$ cat config.mk
export PLATFORM = sky130hd
export DESIGN_NAME = top_k_score_selector_flat
export DESIGN_NICKNAME = d
export VERILOG_FILES = /design/src/rtl/tksel_pkg.sv /design/src/rtl/tksel_req_if.sv /design/src/rtl/tksel_rsp_if.sv /design/src/rtl/tksel_csr_if.sv /design/src/rtl/top_k_score_selector.sv /design/src/rtl/tksel_cell.sv /design/src/flat_wrapper.sv
export SDC_FILE = /design/constraint.sdc
export NUM_CORES = 2
export LEC_CHECK = 0
export BUFFER_PORTS_ARGS = -buffer_cell sky130_fd_sc_hd__buf_2
export CORE_ASPECT_RATIO = 1.75
export CORE_UTILIZATION = 50
export DETAILED_ROUTE_END_ITERATION = 10
export PLACE_DENSITY = 0.67
export SYNTH_ARGS = -nofsm -noshare
export SYNTH_HDL_FRONTEND = slang
export SYNTH_SLANG_ARGS = --single-unit
$ cat constraint.sdc
create_clock -name clock -period 15.6 [get_ports clock]
set_input_delay 0.78 -clock clock [delete_from_list [all_inputs] [get_ports clock]]
set_output_delay 0.78 -clock clock [all_outputs]
set_load 0.05 [all_outputs]
$ cat src/rtl/tksel_pkg.sv
`timescale 1ns / 1ps
// ----------------------------------------------------------------------------
// tksel_pkg
// Shared widths, constants and types of the top-K score selector.
// ----------------------------------------------------------------------------
package tksel_pkg;

   localparam int unsigned SCORE_W     = 32;
   localparam int unsigned OBJ_INDEX_W = 24;
   localparam int unsigned RANK_W      = 4;

   // -10000.0 in Q16.16
   localparam logic signed [SCORE_W-1:0] FLOOR_RESET = -32'sd655360000;

   // Per-cycle command broadcast to every cell of the chain
   typedef struct packed {
      logic insert;    // rank the candidate beat and shift lower entries down
      logic shift_up;  // move every entry one rank up, bottom becomes empty
   } tksel_cell_ctrl_type;

   typedef enum logic [1:0] {
      ST_COLLECT = 2'b01,
      ST_DRAIN   = 2'b10
   } tksel_state_type;

endpackage

$ cat src/rtl/tksel_req_if.sv
`timescale 1ns / 1ps
// ----------------------------------------------------------------------------
// tksel_req_if
// Candidate channel: object index, Q16.16 score and end-of-scan mark.
// ----------------------------------------------------------------------------
interface tksel_req_if
   import tksel_pkg::*;
();
   logic                      valid;
   logic                      ready;
   logic [OBJ_INDEX_W-1:0]    object_index;
   logic signed [SCORE_W-1:0] score;
   logic                      last_candidate;

   modport source (output valid, output object_index, output score,
                   output last_candidate, input ready);
   modport sink   (input valid, input object_index, input score,
                   input last_candidate, output ready);
endinterface

$ cat src/rtl/tksel_rsp_if.sv
`timescale 1ns / 1ps
// ----------------------------------------------------------------------------
// tksel_rsp_if
// Result channel: one beat per rank of the kept list.
// ----------------------------------------------------------------------------
interface tksel_rsp_if
   import tksel_pkg::*;
();
   logic                      valid;
   logic                      ready;
   logic [RANK_W-1:0]         rank;
   logic [OBJ_INDEX_W-1:0]    best_index;
   logic signed [SCORE_W-1:0] best_score;
   logic                      slot_filled;
   logic                      end_of_list;

   modport source (output valid, output rank, output best_index, output best_score,
                   output slot_filled, output end_of_list, input ready);
   modport sink   (input valid, input rank, input best_index, input best_score,
                   input slot_filled, input end_of_list, output ready);
endinterface

$ cat src/rtl/tksel_csr_if.sv
`timescale 1ns / 1ps
// ----------------------------------------------------------------------------
// tksel_csr_if
// Register write channel carrying the floor score.
// ----------------------------------------------------------------------------
interface tksel_csr_if
   import tksel_pkg::*;
();
   logic                      valid;
   logic                      ready;
   logic signed [SCORE_W-1:0] data;

   modport source (output valid, output data, input ready);
   modport sink   (input valid, input data, output ready);
endinterface

$ cat src/rtl/top_k_score_selector.sv
`timescale 1ns / 1ps
// ----------------------------------------------------------------------------
// top_k_score_selector
// Keeps the TOP_COUNT best scored candidates of a scan in a chain of cells
// and emits the whole ranked list after the last candidate.
// ----------------------------------------------------------------------------
// Throughput: one candidate per cycle while collecting; every cell compares in parallel.
// After a last candidate the chain unloads one rank per cycle unless the result
// side stalls: TOP_COUNT result beats, no candidate taken meanwhile.
// The rank 0 beat is registered once the state has turned to drain, held
// back only while the previous list's final beat is still held.
// Reset: all ranks empty, floor at -10000.0, output register empty.
// ----------------------------------------------------------------------------
module top_k_score_selector
   import tksel_pkg::*;
#(
   parameter int unsigned TOP_COUNT  = 10,
   parameter int unsigned INDEX_BITS = 24
) (
   input  logic        clock,
   input  logic        reset,
   tksel_req_if.sink   req_bus,
   tksel_rsp_if.source rsp_bus,
   tksel_csr_if.sink   csr_bus
);

   localparam int unsigned CNT_W = (TOP_COUNT > 1) ? $clog2(TOP_COUNT) : 1;

   tksel_state_type           state_ff, state_in;
   logic [CNT_W-1:0]          emit_cnt_ff, emit_cnt_in;
   logic signed [SCORE_W-1:0] floor_ff;

   logic                      rsp_valid_ff;
   logic [RANK_W-1:0]         rank_ff;
   logic [OBJ_INDEX_W-1:0]    best_index_ff;
   logic signed [SCORE_W-1:0] best_score_ff;
   logic                      filled_ff;
   logic                      end_ff;

   tksel_cell_ctrl_type       ctrl;
   logic                      req_beat;
   logic                      drain_go;
   logic                      last_emit;
   logic [31:0]               cand_index_wide;
   logic [INDEX_BITS-1:0]     cand_index;
   logic [31:0]               head_index_wide;
   logic [31:0]               rank_wide;

   logic                      cell_ge    [TOP_COUNT];
   logic                      cell_hit   [TOP_COUNT+1];
   logic signed [SCORE_W-1:0] cell_score [TOP_COUNT+1];
   logic [INDEX_BITS-1:0]     cell_index [TOP_COUNT+1];
   logic                      cell_valid [TOP_COUNT+1];

   // ---- handshakes ---------------------------------------------------------
   assign req_bus.ready = state_ff == ST_COLLECT;
   assign csr_bus.ready = 1'b1;
   assign req_beat      = req_bus.valid && req_bus.ready;
   assign drain_go      = (state_ff == ST_DRAIN) && (!rsp_valid_ff || rsp_bus.ready);
   assign last_emit     = emit_cnt_ff == CNT_W'(TOP_COUNT - 1);

   assign ctrl.insert   = req_beat;
   assign ctrl.shift_up = drain_go;

   assign cand_index_wide = 32'(req_bus.object_index);
   assign cand_index      = cand_index_wide[INDEX_BITS-1:0];

   // ---- cell chain ---------------------------------------------------------
   // below the bottom rank: nothing that stops the candidate, empty entry
   assign cell_hit[TOP_COUNT]   = 1'b0;
   assign cell_score[TOP_COUNT] = floor_ff;
   assign cell_index[TOP_COUNT] = '0;
   assign cell_valid[TOP_COUNT] = 1'b0;

   for (genvar i = 0; i < TOP_COUNT; i++) begin : g_cell
      logic                      up_ge;
      logic signed [SCORE_W-1:0] up_score;
      logic [INDEX_BITS-1:0]     up_index;
      logic                      up_valid;

      if (i == 0) begin : g_head
         assign up_ge    = 1'b1;
         assign up_score = req_bus.score;
         assign up_index = cand_index;
         assign up_valid = 1'b1;
      end else begin : g_body
         assign up_ge    = cell_ge[i-1];
         assign up_score = cell_score[i-1];
         assign up_index = cell_index[i-1];
         assign up_valid = cell_valid[i-1];
      end

      tksel_cell #(
         .INDEX_BITS (INDEX_BITS),
         .IS_HEAD    (i == 0)
      ) u_cell (
         .clock       (clock),
         .reset       (reset),
         .ctrl        (ctrl),
         .cand_score  (req_bus.score),
         .cand_index  (cand_index),
         .floor_score (floor_ff),
         .upper_ge    (up_ge),
         .upper_score (up_score),
         .upper_index (up_index),
         .upper_valid (up_valid),
         .lower_hit   (cell_hit[i+1]),
         .lower_score (cell_score[i+1]),
         .lower_index (cell_index[i+1]),
         .lower_valid (cell_valid[i+1]),
         .ge          (cell_ge[i]),
         .hit         (cell_hit[i]),
         .score       (cell_score[i]),
         .index       (cell_index[i]),
         .valid       (cell_valid[i])
      );
   end

   // ---- sequencing ---------------------------------------------------------
   always_comb begin
      state_in    = state_ff;
      emit_cnt_in = emit_cnt_ff;
      case (state_ff)
         ST_COLLECT: begin
            if (req_beat && req_bus.last_candidate) begin
               state_in    = ST_DRAIN;
               emit_cnt_in = '0;
            end
         end
         ST_DRAIN: begin
            if (drain_go) begin
               emit_cnt_in = emit_cnt_ff + 1'b1;
               if (last_emit) begin
                  state_in = ST_COLLECT;
               end
            end
         end
         default: begin
            state_in = ST_COLLECT;
         end
      endcase
   end

   always_ff @(posedge clock) begin
      if (reset) begin
         state_ff    <= ST_COLLECT;
         emit_cnt_ff <= '0;
         floor_ff    <= FLOOR_RESET;
      end else begin
         state_ff    <= state_in;
         emit_cnt_ff <= emit_cnt_in;
         if (csr_bus.valid && csr_bus.ready) begin
            floor_ff <= csr_bus.data;
         end
      end
   end

   // ---- output register ----------------------------------------------------
   assign head_index_wide = 32'(cell_index[0]);
   assign rank_wide       = 32'(emit_cnt_ff);

   always_ff @(posedge clock) begin
      if (reset) begin
         rsp_valid_ff <= 1'b0;
      end else if (drain_go) begin
         rsp_valid_ff <= 1'b1;
      end else if (rsp_bus.ready) begin
         rsp_valid_ff <= 1'b0;
      end
      // load the head rank; an empty rank reads as index zero at the floor
      if (drain_go) begin
         rank_ff       <= rank_wide[RANK_W-1:0];
         filled_ff     <= cell_valid[0];
         end_ff        <= last_emit;
         best_index_ff <= cell_valid[0] ? head_index_wide[OBJ_INDEX_W-1:0] : '0;
         best_score_ff <= cell_valid[0] ? cell_score[0] : floor_ff;
      end
   end

   assign rsp_bus.valid       = rsp_valid_ff;
   assign rsp_bus.rank        = rank_ff;
   assign rsp_bus.best_index  = best_index_ff;
   assign rsp_bus.best_score  = best_score_ff;
   assign rsp_bus.slot_filled = filled_ff;
   assign rsp_bus.end_of_list = end_ff;

endmodule

$ cat src/rtl/tksel_cell.sv
`timescale 1ns / 1ps
// ----------------------------------------------------------------------------
// tksel_cell
// One rank of the kept list: holds an entry, compares it with the candidate
// and takes the candidate, the entry above or the entry below as told.
// ----------------------------------------------------------------------------
module tksel_cell
   import tksel_pkg::*;
#(
   parameter int unsigned INDEX_BITS = 24,
   parameter bit          IS_HEAD    = 1'b0
) (
   input  logic                      clock,
   input  logic                      reset,
   input  tksel_cell_ctrl_type       ctrl,
   input  logic signed [SCORE_W-1:0] cand_score,
   input  logic [INDEX_BITS-1:0]     cand_index,
   input  logic signed [SCORE_W-1:0] floor_score,
   // neighbour one rank up
   input  logic                      upper_ge,
   input  logic signed [SCORE_W-1:0] upper_score,
   input  logic [INDEX_BITS-1:0]     upper_index,
   input  logic                      upper_valid,
   // neighbour one rank down
   input  logic                      lower_hit,
   input  logic signed [SCORE_W-1:0] lower_score,
   input  logic [INDEX_BITS-1:0]     lower_index,
   input  logic                      lower_valid,
   // own state
   output logic                      ge,
   output logic                      hit,
   output logic signed [SCORE_W-1:0] score,
   output logic [INDEX_BITS-1:0]     index,
   output logic                      valid
);

   logic signed [SCORE_W-1:0] score_ff, score_in;
   logic [INDEX_BITS-1:0]     index_ff, index_in;
   logic                      valid_ff, valid_in;
   logic signed [SCORE_W-1:0] slot_score;

   // an empty slot counts as the current floor
   assign slot_score = valid_ff ? score_ff : floor_score;
   assign ge         = slot_score >= cand_score;
   // this rank or one below holds a score not beaten by the candidate
   assign hit        = ge | lower_hit;

   always_comb begin
      score_in = score_ff;
      index_in = index_ff;
      valid_in = valid_ff;
      if (ctrl.insert && !hit) begin
         if (IS_HEAD || upper_ge) begin
            score_in = cand_score;
            index_in = cand_index;
            valid_in = 1'b1;
         end else begin
            score_in = upper_score;
            index_in = upper_index;
            valid_in = upper_valid;
         end
      end else if (ctrl.shift_up) begin
         score_in = lower_score;
         index_in = lower_index;
         valid_in = lower_valid;
      end
   end

   always_ff @(posedge clock) begin
      if (reset) begin
         valid_ff <= 1'b0;
      end else begin
         valid_ff <= valid_in;
      end
      score_ff <= score_in;
      index_ff <= index_in;
   end

   assign score = score_ff;
   assign index = index_ff;
   assign valid = valid_ff;

endmodule

$ cat src/flat_wrapper.sv
// flat-port wrapper written by rule: the top's interface ports become plain ports
module top_k_score_selector_flat import tksel_pkg::*;
#(
   parameter int unsigned TOP_COUNT  = 10,
   parameter int unsigned INDEX_BITS = 24
)
  (clock, reset, req_bus_valid, req_bus_object_index, req_bus_score, req_bus_last_candidate, req_bus_ready, rsp_bus_valid, rsp_bus_rank, rsp_bus_best_index, rsp_bus_best_score, rsp_bus_slot_filled, rsp_bus_end_of_list, rsp_bus_ready, csr_bus_valid, csr_bus_data, csr_bus_ready);
  tksel_req_if req_bus_i ();
  tksel_rsp_if rsp_bus_i ();
  tksel_csr_if csr_bus_i ();
  input  logic clock;
  input  logic reset;
  input wire logic [$bits(req_bus_i.valid)-1:0] req_bus_valid;
  input wire logic [$bits(req_bus_i.object_index)-1:0] req_bus_object_index;
  input wire logic [$bits(req_bus_i.score)-1:0] req_bus_score;
  input wire logic [$bits(req_bus_i.last_candidate)-1:0] req_bus_last_candidate;
  output wire logic [$bits(req_bus_i.ready)-1:0] req_bus_ready;
  output wire logic [$bits(rsp_bus_i.valid)-1:0] rsp_bus_valid;
  output wire logic [$bits(rsp_bus_i.rank)-1:0] rsp_bus_rank;
  output wire logic [$bits(rsp_bus_i.best_index)-1:0] rsp_bus_best_index;
  output wire logic [$bits(rsp_bus_i.best_score)-1:0] rsp_bus_best_score;
  output wire logic [$bits(rsp_bus_i.slot_filled)-1:0] rsp_bus_slot_filled;
  output wire logic [$bits(rsp_bus_i.end_of_list)-1:0] rsp_bus_end_of_list;
  input wire logic [$bits(rsp_bus_i.ready)-1:0] rsp_bus_ready;
  input wire logic [$bits(csr_bus_i.valid)-1:0] csr_bus_valid;
  input wire logic [$bits(csr_bus_i.data)-1:0] csr_bus_data;
  output wire logic [$bits(csr_bus_i.ready)-1:0] csr_bus_ready;
  assign req_bus_i.valid = req_bus_valid;
  assign req_bus_i.object_index = req_bus_object_index;
  assign req_bus_i.score = req_bus_score;
  assign req_bus_i.last_candidate = req_bus_last_candidate;
  assign req_bus_ready = req_bus_i.ready;
  assign rsp_bus_valid = rsp_bus_i.valid;
  assign rsp_bus_rank = rsp_bus_i.rank;
  assign rsp_bus_best_index = rsp_bus_i.best_index;
  assign rsp_bus_best_score = rsp_bus_i.best_score;
  assign rsp_bus_slot_filled = rsp_bus_i.slot_filled;
  assign rsp_bus_end_of_list = rsp_bus_i.end_of_list;
  assign rsp_bus_i.ready = rsp_bus_ready;
  assign csr_bus_i.valid = csr_bus_valid;
  assign csr_bus_i.data = csr_bus_data;
  assign csr_bus_ready = csr_bus_i.ready;
  top_k_score_selector #(.TOP_COUNT(TOP_COUNT), .INDEX_BITS(INDEX_BITS)) u_core (.clock(clock), .reset(reset), .req_bus(req_bus_i), .rsp_bus(rsp_bus_i), .csr_bus(csr_bus_i));
endmodule
Word-level counts from Yosys, hierarchy flattened --
Cells that the tools add are included.
Cells by class: $add $sub $neg 1, reductions and logical operators 39, muxes and demuxes 106, bitwise gates (word level) 9, $lt $le $gt $ge 10, eq/ne operators 6
Operator list (number):
- $mux 32 | 39
- $mux 24 | 29
- $ge 32x32->1 | 10
- $mux 1 | 31
- $reduce_bool 2->1 | 12
- $logic_and 1x1->1 | 13
- $logic_not 1->1 | 11
- $or 1x1->1 | 9
- $mux 4 | 2
- $pmux 4 s2 | 1
- $mux 2 | 3
- $reduce_and 3->1 | 2
- $add 4x1->4 const B | 1
- $eq 4x4->1 const B | 1
- $ne 2x1->1 const B | 2
- $pmux 2 s2 | 1
- $eq 2x1->1 const B | 1
- $eq 2x2->1 const B | 1
- $ne 2x2->1 const B | 1
- $logic_or 1x1->1 | 1
Storage, ports and cells: input bits 94, register bits after elaboration 671

Logic depth before layout (Yosys ltp) --
depth in word-level cells 14, mapped depth 17

By module --
Synthesis repeated with hierarchy kept, for this count alone.
Second synthesis, totals: cell total of the unflattened synthesis 3897, area, all modules 47080.2 µm²
Modules (own cells, without submodules):
- tksel_cell at u_core.g_cell[1].u_cell ... | times used 7, cells each 376, area an instance 4367.9 µm², seq. area each 1701.6 µm²
- tksel_cell at u_core.g_cell[7].u_cell | times used 1, cells each 343, area an instance 4423.0 µm², seq. area each 1701.6 µm²
- tksel_cell at u_core.g_cell[2].u_cell | times used 1, cells each 376, area an instance 4362.9 µm², seq. area each 1701.6 µm²
- top_k_score_selector | times used 1, cells each 269, area an instance 3912.5 µm², seq. area each 2642.5 µm²
- tksel_cell at u_core.g_cell[0].u_cell | times used 1, cells each 277, area an instance 3806.2 µm², seq. area each 1701.6 µm²

Least setup slack after synthesis --
OpenSTA, ideal clock, no wires.
kind input port to flip-flop, from input port req_bus_score[30], to register u_core.g_cell[6].u_cell.index_ff[0], enable pin, slack 7.836 ns, setup time 0.547 ns, cell stages on the path 11, required time 15.053 ns, arrival time 7.216 ns, cell sequence clkbuf_1 > inv_1 > ha_1 > nand4_1 > or4_1 > nand2b_1 > and4_1 > a211oi_2 > nand2_1 > clkbuf_1 > o21ai_0
Between the ends: longest elaborated chain between the ends 7, elaborated cells between the ends (all ways) 10, classes of those cells order compare: 4; bitwise: 3; reduce/logical: 3
RTL lines:
- from (decl) | line flat_wrapper.sv:15 | input wire logic [$bits(req_bus_i.score)-1:0] req_bus_score;
- $ge 32x32->1 | line tksel_cell.sv:44 | assign ge = slot_score >= cand_score;
- $or 1x1->1 (2 in a row) | line tksel_cell.sv:46 | assign hit = ge | lower_hit;
- $or 1x1->1 * | line tksel_cell.sv:46
- $logic_not 1->1 * | line tksel_cell.sv:52 | if (ctrl.insert && !hit) begin
- $logic_and 1x1->1 * | line tksel_cell.sv:52
- $reduce_bool 2->1 (no source line) *
- to (signal assigned) | line tksel_cell.sv:76 | index_ff <= index_in;
- to (decl) | line tksel_cell.sv:38 | logic [INDEX_BITS-1:0] index_ff, index_in;
Mark *: on every way between the ends. The rest lies on a longest branch, timed or not. A chain may end at the register's enable or synchronous reset.

Worst setup path in the final report --
from register u_core.g_cell[3].u_cell.valid_ff, to register u_core.g_cell[1].u_cell.score_ff[12], enable pin
Between the ends: longest elaborated chain between the ends 8
RTL lines:
- from (decl) | line tksel_cell.sv:39 | logic valid_ff, valid_in;
- from (signal assigned) | line tksel_cell.sv:73 | valid_ff <= valid_in;
- $mux 32 | line tksel_cell.sv:43 | assign slot_score = valid_ff ? score_ff : floor_score;
- $ge 32x32->1 | line tksel_cell.sv:44
- $or 1x1->1 (3 in a row) | line tksel_cell.sv:46
- $logic_not 1->1 | line tksel_cell.sv:52
- $logic_and 1x1->1 | line tksel_cell.sv:52
- $reduce_bool 2->1 (no source line)
- to (signal assigned) | line tksel_cell.sv:75 | score_ff <= score_in;
- to (decl) | line tksel_cell.sv:37 | logic signed [SCORE_W-1:0] score_ff, score_in;
Every way passes these cells.

==> metrics.txt <==
status completed; dpl hpwl 95.7 mm; sequential power share 43.1%; TritonCTS clock tree done; crit-path max cell delay 810 ps; Worst-Margin Slew 1170 ps; WL per Instance 29.2 um; total CTS buffers 68; worst vdd ir 0.000112 V; Startpoint Class flop; Area Overhead vs Synth 8.95%; CP Capture Type flop; largest fanout on the critical path 48; Warnings, synthesis 0; max cap viols 0; Mean Syn Cell Area 10.9 um^2; DR vias/cell 6.52; Switch Pwr 1.53 mW; # fillers 7355; P_int 3.40 mW; max-slew violations 0; Routed Antenna Nets 0; DP Cell Count 4911; clock sink count 671; Post-synth top flop edfxtp_1; GP Congestion 1.06; die height 390 um; CTS clk-pin slew, worst paths 70 ps; post-synthesis sequential area ratio 45.8%; clock latency on the worst-skew pair 680 ps; Gate power share 21.6%; clock power share 35.3%; CTS resizes 0; Cell Area, Synth 42900 um^2; cell row count 141; # port buffers 157; total negative slack 0 ps; worst min path class in -> reg; Critical Path RT 15950 ps; number of global-route vias before repair 33233; initial core utilization 50.7%; Slew headroom 21.7%; crit path time final 7510 ps; H-Tree Depth 3; die area 87100 um^2; initial antenna violation count 2; DR iter-0 viols 3052; critical path type reg -> reg; Synthesized Nets 4365; Core Area 84700 um^2; top cells by area, synth edfxtp_1 44%, mux2_2 12%, ha_1 9.4%; Post-synth EDFFs 622; Total Nets Final 4325; DRT Pass-1 Iters 6; first-pass GRT wire length 216 mm; PwrDens 105 nW/um^2; Gate Count Post-Synth 3949; Final period util 48.1%; final wirelength 147 mm; die extent in x 223 um; most frequent cells in the layout 622 x edfxtp_1, 476 x o21ai_0, 446 x mux2_2, 442 x nand2_1, 400 x mux2i_1; commonest non-fill, non-tap cell in the layout edfxtp_1; Yosys top cell by area edfxtp_1; drc violations 0; worst-path cell chain buf_4 -> mux2_2 -> ha_1 -> nand4_1 -> nor4_1 -> o21ai_0 -> a2111oi_0 -> nor3_1 -> mux2i_4 -> buf_4 -> buf_4 -> or3_4 -> buf_4 -> nand2_4 -> buf_4; ys async rst share 0%; Max Clock Freq 0.133 GHz; Synth cell types 67; GRT overflow 0; cell mode on critical path buf_4; Finished Layout Cells 5038; Hold Violations, Final 0; IO Count 159; pin count of the biggest net entering global routing 174; RSZ-0062 raised after global routing false; Synth top area share 43.5%; CP Data Arrival Time 7860 ps; total track usage 33.7%; Lkg Pwr 19.0 nW; Seq cells post-synth 671; layout cell share with drive strength beyond 1 20.4%; root buf cell clkbuf_16; CTS Hold Bufs 0; Post-CTS Setup Repair Bufs 0; Post-Route Skew 27.6 ps; critical path's slowest cell buf_4; via count 32838; switching part of the total 31.1%; final setup violation count 0; Clock Tree Buf Depth 3
## power groups by stage
stage	clock, mW	sequential [mW]	combinational, mW
final	1.74	2.13	1.07
after global routing	1.82	2.13	1.14
after CTS	1.75	2.12	1.05
after detailed placement	0	2.16	1.04
after global placement	0	2.16	1.03
after floorplan	0	2.12	0.721
## cells by family (layout without fill, tap and decap cells)
| family | after synthesis | count (layout) | synth area share (%) |
|---|---|---|---|
| flops | 671 | 671 | 45.8 |
| xor+xnor | 3 | 3 | 0.0612 |
| fa+ha+maj | 322 | 322 | 9.39 |
| simple gates | 852 | 852 | 8.57 |
| mux | 879 | 879 | 21.9 |
| buf+inv | 382 | 397 | 3.43 |
| compound gates | 839 | 839 | 10.8 |
| other cells | 1 | 3 | 0.00874 |
## critical path, delay by kind of cell, from the launching register on
kind / cells / cell delay (ps)
buffers and inverters: 5 / 3110
multiplexers: 2 / 580
adder cells (fa/ha/maj): 1 / 300
AO/OA/AOI/OAI: 2 / 740
AND/OR/NAND/NOR: 5 / 2040
flip-flops: 1 / 310
## synthesized netlist by cell type (4+ instances only)
cell type and instances:
edfxtp_1 622, o21ai_0 477, nand2_1 453, mux2_2 446, mux2i_1 401, ha_1 322
clkbuf_1 268, nor2_1 209, a21oi_1 187, inv_1 59, dfxtp_1 49, nand4_1 44
a31oi_1 43, buf_1 42, nand3_1 33, mux2_1 32, a21o_1 31, and2_1 31
a211oi_1 21, nor3_1 14, and4_1 13, nand2b_1 12, nor4_1 12, o211ai_1 11
and3_1 8, buf_2 8, nor2b_1 8, o21a_1 8, o31ai_1 6, o2111ai_1 5
a2111oi_0 4, a211o_1 4, a311oi_1 4, o22ai_1 4, o311a_1 4
## flip-flops by register name, indices dropped and copies added (netlist names)
signal	count
u_core.emit_cnt_ff	4
u_core.g_cell.u_cell.index	240
u_core.state_ff	2
u_core.rsp_bus.rank	4
u_core.rsp_bus.valid	1
u_core.rsp_bus.slot_filled	1
u_core.rsp_bus.best_index	24
u_core.rsp_bus.end_of_list	1
u_core.floor_ff	32
u_core.g_cell.u_cell.score	320
u_core.rsp_bus.best_score	32
u_core.g_cell.u_cell.valid	10
## final cells by class
type                            count  area [um^2]  area share [%]
Multi-Input combinational cell   2896        22000            47.1
Sequential cell                   671        19700            42.1
Timing Repair Buffer              213         1220            2.61
Inverter                           59          224           0.479
Clock buffer                       95         1890            4.05
Antenna cell                        2         5.00          0.0107
Tap cell                         1072         1340            2.87
Clock inverter                     30          379           0.811
## final timing paths
check	from	cells after the start	slack, ps	end
min	csr_bus_data[31]	3	320	u_core.floor_ff[31]
max reg2reg	u_core.g_cell[3].u_cell.valid	15	8090	u_core.g_cell[1].u_cell.score[12]
max	u_core.g_cell[3].u_cell.valid	15	8090	u_core.g_cell[1].u_cell.score[12]
min reg2reg	u_core.state_ff[1]	2	490	u_core.rsp_bus.valid
## metrics by stage
| stage | cell area (um^2) | setup WS [ps] | util [%] | power [mW] | hold slack (ps) |
|---|---|---|---|---|---|
| 2_1_floorplan | 42900 | 7840 | - | 2.84 | 443 |
| 3_3_place_gp | 44500 | 8360 | 52.5 | 3.19 | 465 |
| 3_5_place_dp | 44500 | 8160 | 52.5 | 3.20 | 470 |
| 4_1_cts | 46800 | 8220 | 55.2 | 4.92 | 292 |
| 5_1_grt | 46800 | 8070 | 55.2 | 5.08 | 315 |
| 6_report | 46800 | 8090 | 55.2 | 4.93 | 318 |
## metal layers
| metal | vias to the layer above | track usage, % | share of wire, % |
|---|---|---|---|
| met2 | 1480 | 56.9 | 49 |
| met5 | - | 0 | 0.021 |
| met1 | 16203 | 38.2 | 37 |
| met3 | 547 | 5.29 | 5.7 |
| met4 | 4 | 25.3 | 8.1 |
| li1 | 14604 | - | - |
No activity file was read; power rests on OpenSTA's default activity.
